File: src/rtl/gsm_pkg.sv
// Shared codes and control types for the generational slot map.
// No dependencies; compile before every other file of the block.
`default_nettype none
package gsm_pkg;

  localparam logic [1:0] REQ_ADD    = 2'd0;
  localparam logic [1:0] REQ_REMOVE = 2'd1;
  localparam logic [1:0] REQ_LOOKUP = 2'd2;
  localparam logic [1:0] REQ_CLEAR  = 2'd3;

  localparam logic [1:0] ST_OK    = 2'd0;
  localparam logic [1:0] ST_FULL  = 2'd1;
  localparam logic [1:0] ST_STALE = 2'd2;

  localparam int GRP_BITS = 3;
  localparam int GRP_SIZE = 8;

  typedef struct packed {
    logic set_all;
    logic find_grp;
    logic alloc;
    logic free_one;
  } free_ctl_t;

endpackage
`default_nettype wire

File: src/rtl/gsm_free_trk.sv
// Free-slot flags with a two-step lowest-free search (group, then bit).
// Depends on gsm_pkg.
`default_nettype none
module gsm_free_trk #(
  parameter int CAPACITY = 64,
  parameter int IDW      = 6
) (
  input  wire logic              clk,
  input  wire logic              rst_n,
  input  wire gsm_pkg::free_ctl_t ctl,
  input  wire logic [IDW-1:0]    slot_id,
  output logic [IDW-1:0]         found_slot,
  output logic                   slot_is_free
);

  localparam int GS   = gsm_pkg::GRP_SIZE;
  localparam int BW   = gsm_pkg::GRP_BITS;
  localparam int NG   = ((2 ** IDW) + GS - 1) / GS;
  localparam int FLEN = NG * GS;
  localparam int GIW  = (NG > 1) ? $clog2(NG) : 1;

  logic [FLEN-1:0]     free_r, free_nxt, free_init;
  logic [NG-1:0]       grp_any;
  logic [GIW-1:0]      grp_r, grp_nxt, grp_sel;
  logic [GS-1:0]       grp_vec;
  logic [BW-1:0]       bit_sel;
  logic [GIW+BW-1:0]   slot_full;

  always_comb begin
    for (int i = 0; i < FLEN; i++) begin
      free_init[i] = (i < CAPACITY);
    end
  end

  always_comb begin
    for (int g = 0; g < NG; g++) begin
      grp_any[g] = |free_r[g*GS +: GS];
    end
  end

  always_comb begin
    grp_sel = '0;
    for (int g = NG - 1; g >= 0; g--) begin
      if (grp_any[g]) begin
        grp_sel = GIW'(g);
      end
    end
  end

  assign grp_vec = free_r[{grp_r, {BW{1'b0}}} +: GS];

  always_comb begin
    bit_sel = '0;
    for (int b = GS - 1; b >= 0; b--) begin
      if (grp_vec[b]) begin
        bit_sel = BW'(b);
      end
    end
  end

  assign slot_full    = {grp_r, bit_sel};
  assign found_slot   = slot_full[IDW-1:0];
  assign slot_is_free = free_r[slot_id];
  assign grp_nxt      = ctl.find_grp ? grp_sel : grp_r;

  always_comb begin
    free_nxt = free_r;
    if (ctl.set_all) begin
      free_nxt = free_init;
    end else begin
      if (ctl.alloc) begin
        free_nxt[found_slot] = 1'b0;
      end
      if (ctl.free_one) begin
        free_nxt[slot_id] = 1'b1;
      end
    end
  end

  always_ff @(posedge clk) begin
    if (!rst_n) begin
      free_r <= free_init;
    end else begin
      free_r <= free_nxt;
    end
  end

  always_ff @(posedge clk) begin
    grp_r <= grp_nxt;
  end

endmodule
`default_nettype wire

File: config.mk
export PLATFORM = sky130hd
export DESIGN_NAME = gsm_free_trk
export DESIGN_NICKNAME = d
export VERILOG_FILES = /design/src/rtl/gsm_pkg.sv /design/src/rtl/gsm_free_trk.sv
export SDC_FILE = /design/constraint.sdc
export NUM_CORES = 1
export LEC_CHECK = 0
export BUFFER_PORTS_ARGS = -buffer_cell sky130_fd_sc_hd__buf_2
export CAP_MARGIN = 20
export CELL_PAD_IN_SITES_DETAIL_PLACEMENT = 1
export CELL_PAD_IN_SITES_GLOBAL_PLACEMENT = 1
export CORE_ASPECT_RATIO = 0.6
export CORE_UTILIZATION = 43
export DETAILED_ROUTE_END_ITERATION = 16
export PLACE_DENSITY = 0.82
export SETUP_SLACK_MARGIN = 0.15
export SYNTH_ARGS = -nofsm -noshare
export SYNTH_HDL_FRONTEND = slang
export SYNTH_SLANG_ARGS = --single-unit
File: constraint.sdc
create_clock -name clk -period 3 [get_ports clk]
set_clock_uncertainty 0.1 [all_clocks]
set_input_delay 0.6 -clock clk [delete_from_list [all_inputs] [get_ports clk]]
set_output_delay 0.6 -clock clk [all_outputs]
set_load 0.02 [all_outputs]
==> metrics.md, run 1 <==
| Metric | Value |
|---|---|
| Internal power | `1740 uW` |
| Core Footprint | `9260 um2` |
| Initial Util | `44.8%` |
| First-pass GRT wire length | `30400 um` |
| RSZ-0062 raised after global routing | `yes` |
| Total number of yosys warnings | `0` |
| Post-synth EDFFs | `3` |
| Grt total ovfl | `0` |
| Number of clock sinks | `67` |
| WL/cell | `33.0 um` |
| Remaining DRCs | `0` |
| Clock Root Buffer | `clkbuf_16` |
| Sw Ratio | `27.4%` |
| Crit path launch type | `flip-flop` |
| Total power draw | `2400 uW` |
| Vias in the first global route | `4952` |
| Ant. Diodes | `0` |
| Clock network fraction of total power | `46.7%` |
| Final GP Congestion | `1.06` |
| DR vias/cell | `7.36` |
| Share of cells above drive strength 1 | `41.5%` |
| Status | `finished with violations` |
| DRT iter0 DRCs | `831` |
| Power Dens Cells | `389 nW/um2` |
| Syn_nets | `486` |
| Asr flop ratio synth | `0%` |
| Hold bufs inserted after CTS | `0` |
| Die width | `129 um` |
| CTS buffer count | `9` |
| Clock latency on the worst-skew pair | `0.35 ns` |
| Worst VDD drop | `275 uV` |
| Dpl ws | `-0.101 ns` |
| Synthesis-stage register bit count | `67` |
| Pins Over Slew Limit | `0` |
| Nets | `580` |
| Setup ws final | `-0.473 ns` |
| Commonest non-fill, non-tap cell in the layout | `buf_4` |
| Cells after Synth | `474` |
| Drt first pass iters | `5` |
| Rel. slew slack | `46.0%` |
| Tightest Hold Check Type | `reg2reg` |
| Worst-path fanout max | `7` |
| Final Hold Violating Endpoints | `0` |
| Antenna violations before repair | `1` |
| CP Class | `reg2out` |
| WP data arrival | `2.77 ns` |
| Sw power | `656 uW` |
| Tmin final | `3.47 ns` |
| Ys flop type | `dfxtp_1` |
| Tot GR Track Use | `42.6%` |
| Worst Setup End Kind | `output pin` |
| Max clock buf depth | `2` |
| Antenna viol nets, final | `0` |
| Fillers | `1014` |
| Final WL | `23200 um` |
| Port buffer count | `18` |
| Max Cap Viol | `0` |
| CP max stage delay | `0.49 ns` |
| Lkg Pwr | `0.00228 uW` |
| Syn Area/Cell | `8.74 um2` |
| Largest net degree at the start of global routing | `41` |
| Worst-Margin Slew | `0.810 ns` |
| Vert. Die Dim | `78.0 um` |
| Crit-path slowest cell | `edfxtp_1` |
| Area Growth Syn to Fin | `48.5%` |
| DP Wirelength | `13400 um` |
| Combinational Power Share | `15.5%` |
| Post-Syn Area | `4140 um2` |
| CP top delay family | `compound AO/OA/AOI/OAI gates` |
| Distinct cell type count of the synthesized netlist | `59` |
| Commonest non-fill, non-tap cells in the layout | `buf_4 (74), dfxtp_1 (64), o21ai_0 (33), nand2_1 (32), o211ai_1 (24)` |
| Final setup fails | `47` |
| CP required | `2.30 ns` |
| Buf/Inv on CP | `2` |
| Register area share after synthesis | `33.1%` |
| Sequential share of power | `37.7%` |
| H-Tree Depth | `3` |
| CTS tree | `yes` |
| Fmax | `288 MHz` |
| Final worst path period share | `116%` |
| CP cell instances | `buf_6, mux2i_1, a211oi_2, a311oi_4, nor2b_4, a311o_1, nor2b_4, buf_6` |
| Final hold slack | `0.446 ns` |
| Clock slew seen by the registers of the worst setup and hold paths | `0.06 ns` |
| Via count | `5175` |
| Row cnt | `27` |
| Failing checks | `setup timing` |
| Io pins | `19` |
| Full die area | `10000 um2` |
[metal layers]
layer / track usage, % / up-vias / share of wire [%] / wire length [um]
li1: - / 2011 / - / -
met2: 61.1 / 463 / 42 / 9730
met3: 18.1 / 164 / 13 / 2970
met5: 7.49 / - / 0.060 / 14
met4: 19.4 / 2 / 6.5 / 1520
met1: 54.6 / 2535 / 39 / 8930
[worst reg2reg max path: stages, from the launching register on]
cell	delay (ns)
edfxtp_1	0.49
buf_6	0.20
mux2i_1	0.40
a211oi_2	0.18
a311oi_4	0.34
buf_4	0.18
buf_6	0.11
nand2_8	0.06
or4_4	0.63
buf_8	0.20
a21oi_2	0.13
a21bo_2	0.23
[cells in the mapped netlist (4+ instances only)]
cell | count | area [um2]
a21oi_1 | 30 | 150
clkbuf_1 | 23 | 86.3
a22oi_1 | 5 | 37.5
inv_1 | 24 | 90.1
nand2_1 | 33 | 124
a221o_1 | 8 | 80.1
nor4_1 | 9 | 56.3
nor2b_1 | 12 | 75.1
o221ai_1 | 9 | 78.8
nor3b_1 | 9 | 67.6
o211ai_1 | 24 | 180
nand2b_1 | 4 | 25.0
nand3_1 | 19 | 95.1
mux2i_1 | 15 | 150
and2_1 | 5 | 31.3
mux4_2 | 16 | 360
buf_2 | 7 | 35.0
mux2_2 | 9 | 101
dfxtp_1 | 64 | 1280
o31ai_1 | 13 | 97.6
o21ai_0 | 51 | 255
nor2_1 | 21 | 78.8
or4_1 | 9 | 67.6
[area by class of cell]
class	count	area (um2)	area share [%]
timing repair buffer	119	1130	18.4
clock inverter	3	46.3	0.752
sequential	67	1370	22.3
tap	130	163	2.64
clock buffer	13	260	4.23
multi-input combinational	346	3090	50.2
inverter	25	93.8	1.53
[cell families after synthesis]
group                  after synthesis  share of synthesized area, %
DFF                                 67                          33.1
and+or+nand+nor                    136                          17.4
buffers and inverters               61                          6.37
muxes                               42                          15.4
AOI/OAI and AO/OA                  168                          27.7
[power by group through the flow]
stage | logic (uW) | registers (uW) | clock network (uW)
global placement | 240 | 923 | 0
detailed placement | 246 | 923 | 0
finish | 372 | 904 | 1120
CTS | 299 | 904 | 1110
global route | 376 | 904 | 1150
floorplan | 137 | 922 | 0
[stage by stage]
stage          cells  instance area (um2)  setup TNS (ns)  util [%]
2_1_floorplan    474                 4180               0         -
3_3_place_gp     643                 4710               0      50.9
3_5_place_dp     643                 4710          -0.630      50.9
4_1_cts          688                 5720           -2.28      61.8
5_1_grt          703                 6150          -11.58      66.5
6_report         703                 6150          -11.08      66.5
[worst paths after layout]
check	end	depth (start not counted)	slack, ns	from
hold reg to reg	free_r[62]	2	0.45	free_r[62]
setup / recovery	found_slot[0]	8	-0.47	grp_r[0]
hold / removal	free_r[62]	2	0.45	free_r[62]
setup reg to reg	free_r[39]	11	-0.36	grp_r[0]
[state kept, by name, indices dropped and copies added (netlist names)]
| signal | flops |
|---|---|
| free_r | 64 |
| grp_r | 3 |
[timing repair]
item	in CTS	in global routing
setup buffers	28	14
cloned	1	1
endpoints found under the setup margin	46	55
resized for setup	108	66
pin swaps	48	24
No activity file was read; power rests on OpenSTA's default activity.
==> inputs of run 2 (changes only) <==
--- a/config.mk
+++ b/config.mk
@@ -6,13 +6,14 @@
 export NUM_CORES = 1
 export LEC_CHECK = 0
 export BUFFER_PORTS_ARGS = -buffer_cell sky130_fd_sc_hd__buf_2
-export CAP_MARGIN = 20
 export CELL_PAD_IN_SITES_DETAIL_PLACEMENT = 1
 export CELL_PAD_IN_SITES_GLOBAL_PLACEMENT = 1
 export CORE_ASPECT_RATIO = 0.6
 export CORE_UTILIZATION = 43
 export DETAILED_ROUTE_END_ITERATION = 16
+export MAX_ROUTING_LAYER = met4
 export PLACE_DENSITY = 0.82
+export RECOVER_POWER = 100
 export SETUP_SLACK_MARGIN = 0.15
 export SYNTH_ARGS = -nofsm -noshare
 export SYNTH_HDL_FRONTEND = slang
==> metrics.md, run 2 (synthesis results as in run 1) <==
| Metric | Value |
|---|---|
| Status | `finished with violations` |
| Failing checks | `setup timing` |
| Initial Util | `44.8% (unchanged)` |
| Antenna violations before repair | `0 (-1)` |
| Crit path launch type | `flip-flop` |
| Clock Root Buffer | `clkbuf_16` |
| Fmax | `298 MHz (+3.4%)` |
| Final setup fails | `43 (-8.5%)` |
| Tightest Hold Check Type | `reg2reg` |
| Ant. Diodes | `0 (unchanged)` |
| Via count | `4841 (-6.5%)` |
| WL/cell | `31.1 um (-5.5%)` |
| Lkg Pwr | `0.00215 uW (-5.6%)` |
| Sw power | `615 uW (-6.3%)` |
| Worst hold stages | `2 (unchanged)` |
| DP Wirelength | `13400 um (about the same)` |
| Full die area | `10000 um2 (unchanged)` |
| Max Cap Viol | `0 (unchanged)` |
| Remaining DRCs | `0 (unchanged)` |
| Final WL | `21100 um (-8.9%)` |
| Worst VDD drop | `294 uV (+6.6%)` |
| CP required | `2.30 ns (about the same)` |
| Clock network fraction of total power | `46.1% (-0.6 points)` |
| Hold wc startpoint | `free_r[61]` |
| CTS tree | `yes` |
| Commonest non-fill, non-tap cells in the layout | `dfxtp_1 (64), buf_4 (56), o21ai_0 (34), nand2_1 (32)` |
| Worst Reg2Reg Path Length in Cells | `10 (-1)` |
| Final Hold Violating Endpoints | `0 (unchanged)` |
| Die width | `129 um (unchanged)` |
| Area Growth Syn to Fin | `40.1%` |
| CP Class | `reg2out` |
| Core Footprint | `9260 um2 (unchanged)` |
| WP data arrival | `2.66 ns (-0.11 ns)` |
| Rel. slew slack | `47.1% (+1.1 points)` |
| Combinational Power Share | `14.5% (-1.0 points)` |
| WL met3 | `2420 um (-19%)` |
| Tmin final | `3.36 ns (-0.115 ns)` |
| RSZ-0062 raised after global routing | `yes` |
| Setup ws final | `-0.358 ns (+0.115 ns)` |
| Final Instance Count excl. Fillers | `678 (-3.6%)` |
| Final TNS setup | `-6.02 ns (+5.06 ns)` |
| Dpl cells | `639 (-0.62%)` |
| Layout Utilization | `62.7% (-3.8 points)` |
| DR vias/cell | `7.14 (-3.0%)` |
| Hold bufs inserted after CTS | `0 (unchanged)` |
| Pins Over Slew Limit | `0 (unchanged)` |
| Drt first pass iters | `5 (unchanged)` |
| Nets | `556 (-4.1%)` |
| Commonest non-fill, non-tap cell in the layout | `dfxtp_1` |
| Share of cells above drive strength 1 | `36.9% (-4.7 points)` |
| Power Dens Cells | `396 nW/um2 (+1.6%)` |
| R2R Path Start | `grp_r[0]` |
| CTS buffer count | `9 (unchanged)` |
| Final GP Congestion | `1.10 (+3.8%)` |
| DRT met1 WL | `8680 um (-2.8%)` |
| Grt total ovfl | `0 (unchanged)` |
| Port buffer count | `18 (unchanged)` |
| R2R Path End | `free_r[5]` |
| Clock slew seen by the registers of the worst setup and hold paths | `0.06 ns (about the same)` |
| Row cnt | `27 (unchanged)` |
| Worst Setup End Kind | `output pin` |
| Largest net degree at the start of global routing | `44 (+7.3%)` |
| Total power draw | `2300 uW (-4.2%)` |
| Io pins | `19 (unchanged)` |
| Tot GR Track Use | `43.7% (+1.1 points)` |
| Vert. Die Dim | `78.0 um (unchanged)` |
| Antenna viol nets, final | `0 (unchanged)` |
| Worst-Margin Slew | `0.783 ns (-0.0274 ns)` |
| Internal power | `1680 uW (-3.4%)` |
| Clock latency on the worst-skew pair | `0.35 ns (about the same)` |
| Number of clock sinks | `67 (unchanged)` |
| Hold-critical path endpoint | `free_r[61]` |
| Max clock buf depth | `2 (unchanged)` |
| Top routing layer in use | `met4` |
| H-Tree Depth | `3 (unchanged)` |
| First-pass GRT wire length | `30300 um (-0.32%)` |
| Largest reg by FF count | `free_r` |
| Worst-path fanout max | `7 (unchanged)` |
| DR WL met2 | `8890 um (-8.7%)` |
| DRT iter0 DRCs | `700 (-16%)` |
| Sequential share of power | `39.4% (+1.7 points)` |
| Final worst path period share | `112% (-3.8 points)` |
| Vias in the first global route | `4820 (-2.7%)` |
| Biggest regs | `free_r: 64 flops, grp_r: 3 flops` |
| Max reg flops | `64 (unchanged)` |
| Sw Ratio | `26.8% (-0.59 points)` |
| R2R setup slack | `-0.26 ns (+0.10 ns)` |
[run 2: changes by cell type in the layout (fill, tap and decap cells not counted), sizes merged]
| cell | change |
|---|---|
| buf | -24 |
| bufinv | -1 |
| clkbuf | +1 |
| clkinvlp | -1 |
[run 2: metrics by stage]
step / worst slack, ns / hold slack (ns) / instance area (um2)
2_1_floorplan: 0.0320 / 0.347 / 4180
3_3_place_gp: -0.0612 / 0.392 / 4690
3_5_place_dp: -0.118 / 0.401 / 4690
4_1_cts: -0.257 / 0.407 / 5460
5_1_grt: -0.369 / 0.459 / 5800
6_report: -0.358 / 0.434 / 5800
[run 2: worst max-delay path by stage]
| stage | startpoint | endpoint | slack (ns) | cells past startpoint |
|---|---|---|---|---|
| floorplan | grp_r[0] | found_slot[0] | 0.03 | 8 |
| global placement | grp_r[0] | found_slot[0] | -0.06 | 7 |
| detailed placement | grp_r[0] | free_r[49] | -0.12 | 9 |
| CTS | grp_r[0] | found_slot[0] | -0.26 | 8 |
| global route | grp_r[0] | found_slot[0] | -0.37 | 7 |
| finish | grp_r[0] | found_slot[0] | -0.36 | 9 |
[run 2: area by class of cell]
class	instances	area, um2
multi-input cells	346	2960
well taps	130	163
clock inverters	1	5.00
clock buffers	14	285
repair buffers	95	923
flip-flops and latches	67	1370
fillers	1040	3450
inverters	25	93.8
[run 2: what timing repair did]
action	4_1_cts	5_1_grt
setup buffers	14	8
endpoints found under the hold margin	0	0
endpoints found under the setup margin	46	55
pin swaps	27	19
gates resized for setup	67	75
gates cloned	2	0
[run 2: metal layers]
metal | track usage [%] | vias to the layer above
li1 | - | 1973
met1 | 58.7 | 2375
met2 | 60.8 | 377
met3 | 11.9 | 116
met4 | 20.0 | 0
met5 | - | -
[run 2: critical path, cell delays in order, from the launching register on]
cell      delay, ns
edfxtp_1       0.49
buf_6          0.19
buf_4          0.14
mux2i_2        0.27
o22ai_1        0.13
a311oi_2       0.34
nor2b_4        0.07
a311o_2        0.40
nor2b_4        0.15
buf_6          0.12
[run 2: power groups by stage]
stage	logic (uW)	clock network, uW	registers [uW]
2_1_floorplan	137	0	922
4_1_cts	283	1040	904
3_5_place_dp	247	0	923
5_1_grt	338	1100	904
3_3_place_gp	239	0	923
6_report	332	1060	905
==> inputs of run 3 (changes only) <==
--- a/config.mk
+++ b/config.mk
@@ -11,8 +11,9 @@
 export CORE_ASPECT_RATIO = 0.6
 export CORE_UTILIZATION = 43
 export DETAILED_ROUTE_END_ITERATION = 16
+export HOLD_SLACK_MARGIN = 0.03
 export MAX_ROUTING_LAYER = met4
-export PLACE_DENSITY = 0.82
+export PLACE_DENSITY = 0.8
 export RECOVER_POWER = 100
 export SETUP_SLACK_MARGIN = 0.15
 export SYNTH_ARGS = -nofsm -noshare
==> metrics.md, run 3 (synthesis results as in run 1) <==
| Metric | Value |
|---|---|
| Worst VDD drop | `301 uV (+2.5%)` |
| Antenna viol nets, final | `0 (unchanged)` |
| Remaining DRCs | `0 (unchanged)` |
| Die width | `129 um (unchanged)` |
| H-Tree Depth | `3 (unchanged)` |
| Lkg Pwr | `0.00222 uW (+3.2%)` |
| Pins Over Slew Limit | `0 (unchanged)` |
| CP cell instances | `buf_12, buf_4, mux2_2, nand3_1, o221ai_2, buf_4, a311o_2, buf_6, buf_8, buf_12, buf_4, buf_4, o31ai_4, o211ai_1` |
| DP Wirelength | `13300 um (-0.53%)` |
| Worst-path fanout max | `16 (+9)` |
| Dpl cells | `642 (+0.47%)` |
| Fillers | `1027 (-1.3%)` |
| Worst-Margin Slew | `0.833 ns (+0.0496 ns)` |
| Final Instance Count excl. Fillers | `701 (+3.4%)` |
| Dpl ws | `-0.0926 ns (+0.0256 ns)` |
| Row cnt | `27 (unchanged)` |
| Full die area | `10000 um2 (unchanged)` |
| Power Dens Cells | `412 nW/um2 (+4.2%)` |
| WP data arrival | `3.77 ns (+1.11 ns)` |
| Tightest Hold Check Type | `reg2reg` |
| Final worst path period share | `122% (+10 points)` |
| Vias in the first global route | `4702 (-2.4%)` |
| Clock latency on the worst-skew pair | `0.36 ns (about the same)` |
| Failing checks | `setup timing` |
| Share of cells above drive strength 1 | `38.8% (+1.9 points)` |
| DR vias/cell | `7.39 (+3.5%)` |
| Clock slew seen by the registers of the worst setup and hold paths | `0.06 ns (about the same)` |
| Biggest regs | `free_r: 64 flops, grp_r: 3 flops` |
| Final setup fails | `57 (+33%)` |
| Vert. Die Dim | `78.0 um (unchanged)` |
| Drt first pass iters | `6 (+1)` |
| Number of clock sinks | `67 (unchanged)` |
| Io pins | `19 (unchanged)` |
| Commonest non-fill, non-tap cell in the layout | `buf_4` |
| Hold bufs inserted after CTS | `0 (unchanged)` |
| Worst Setup End Kind | `flip-flop` |
| Largest net degree at the start of global routing | `51 (+16%)` |
| Hold wc startpoint | `free_r[22]` |
| Tmin final | `3.66 ns (+0.304 ns)` |
| Cell mode on critical path | `buf_4` |
| CTS tree | `yes` |
| CP Class | `reg2reg` |
| Tot GR Track Use | `42.0% (-1.7 points)` |
| Final Hold Violating Endpoints | `0 (unchanged)` |
| Final WL | `23500 um (+11%)` |
| Port buffer count | `18 (unchanged)` |
| First-pass GRT wire length | `29300 um (-3.2%)` |
| CP required | `3.11 ns (+0.81 ns)` |
| Placed Area | `4730 um2 (+0.75%)` |
| R2R setup slack | `-0.66 ns (-0.40 ns)` |
| Rel. slew slack | `44.5% (-2.6 points)` |
| Max clock buf depth | `2 (unchanged)` |
| Via count | `5180 (+7.0%)` |
| Final GP Congestion | `1.10 (about the same)` |
| R2R Path Start | `grp_r[0]` |
| Total power draw | `2470 uW (+7.6%)` |
| CP top delay family | `buffers and inverters` |
| Max reg flops | `64 (unchanged)` |
| Area Growth Syn to Fin | `44.7%` |
| RSZ-0062 raised after global routing | `yes` |
| WL/cell | `33.5 um (+7.7%)` |
| Buf/Inv on CP | `8 (+5)` |
| Largest reg by FF count | `free_r` |
| Clock Root Buffer | `clkbuf_16` |
| Status | `finished with violations` |
| DRT iter0 DRCs | `877 (+25%)` |
| CP max stage delay | `0.45 ns (-0.04 ns)` |
| Initial Util | `44.8% (unchanged)` |
| Grt total ovfl | `0 (unchanged)` |
| Max Cap Viol | `0 (unchanged)` |
| Crit path launch type | `flip-flop` |
| Core Footprint | `9260 um2 (unchanged)` |
| Commonest non-fill, non-tap cells in the layout | `buf_4 (72), dfxtp_1 (64), o21ai_0 (34), nand2_1 (32)` |
| Final Cell Area | `5990 um2 (+3.3%)` |
| Final TNS setup | `-18.08 ns (-12.06 ns)` |
| Crit-path slowest cell | `edfxtp_1` |
| Antenna violations before repair | `1 (+1)` |
| CTS buffer count | `9 (unchanged)` |
| Nets | `577 (+3.8%)` |
| Fmax | `273 MHz (-8.3%)` |
| Worst Setup SP | `grp_r[0]` |
| Setup ws final | `-0.662 ns (-0.304 ns)` |
-- run 3: worst register-to-register path: stages, from the launching register on --
cell and delay [ns]:
edfxtp_1 0.45, buf_12 0.20, buf_4 0.14, mux2_2 0.35
nand3_1 0.30, o221ai_2 0.21, buf_4 0.18, a311o_2 0.44
buf_6 0.15, buf_8 0.13, buf_12 0.15, buf_4 0.20
buf_4 0.16, o31ai_4 0.24, o211ai_1 0.12
-- run 3: routing by layer --
| layer | track usage (%) | routed length [um] | vias up |
|---|---|---|---|
| met4 | 17.9 | 1600 | 0 |
| met5 | - | 0 | - |
| met3 | 14.3 | 3810 | 175 |
| met2 | 58.5 | 9520 | 547 |
| met1 | 55.2 | 8570 | 2450 |
| li1 | - | - | 2008 |
-- run 3: path summary, 6_finish.rpt --
path                     end  cells after the start
hold / removal    free_r[22]                      2
hold reg to reg   free_r[22]                      2
setup reg to reg  free_r[20]                     14
setup / recovery  free_r[20]                     14
-- run 3: report_power, final --
group	total (uW)	switching (uW)	internal, uW
clock network	1190	440	751
logic	376	222	154
registers	904	4.80	899
total	2470	667	1800
-- run 3: layout make-up --
class | instances | area, um2 | area share, %
Sequential cell | 67 | 1370 | 22.9
Multi-Input combinational cell | 346 | 2970 | 49.6
Clock inverter | 4 | 73.8 | 1.23
Timing Repair Buffer | 116 | 1070 | 17.8
Inverter | 25 | 93.8 | 1.57
Clock buffer | 12 | 246 | 4.11
Antenna cell | 1 | 2.50 | 0.0418
Tap cell | 130 | 163 | 2.71
-- run 3: metrics by stage --
step / hold WS [ns] / util, %
6_report: 0.430 / 64.7
5_1_grt: 0.439 / 64.7
3_5_place_dp: 0.398 / 51.1
4_1_cts: 0.406 / 59.0
2_1_floorplan: 0.347 / -
3_3_place_gp: 0.389 / 51.1
-- run 3: repair_timing --
action / CTS / global route
setup buffers: 10 / 30
setup endpoints to repair: 47 / 60
hold endpoints to repair: 0 / 0
cloned: 1 / 1
resized for setup: 72 / 76
pin swaps: 18 / 26
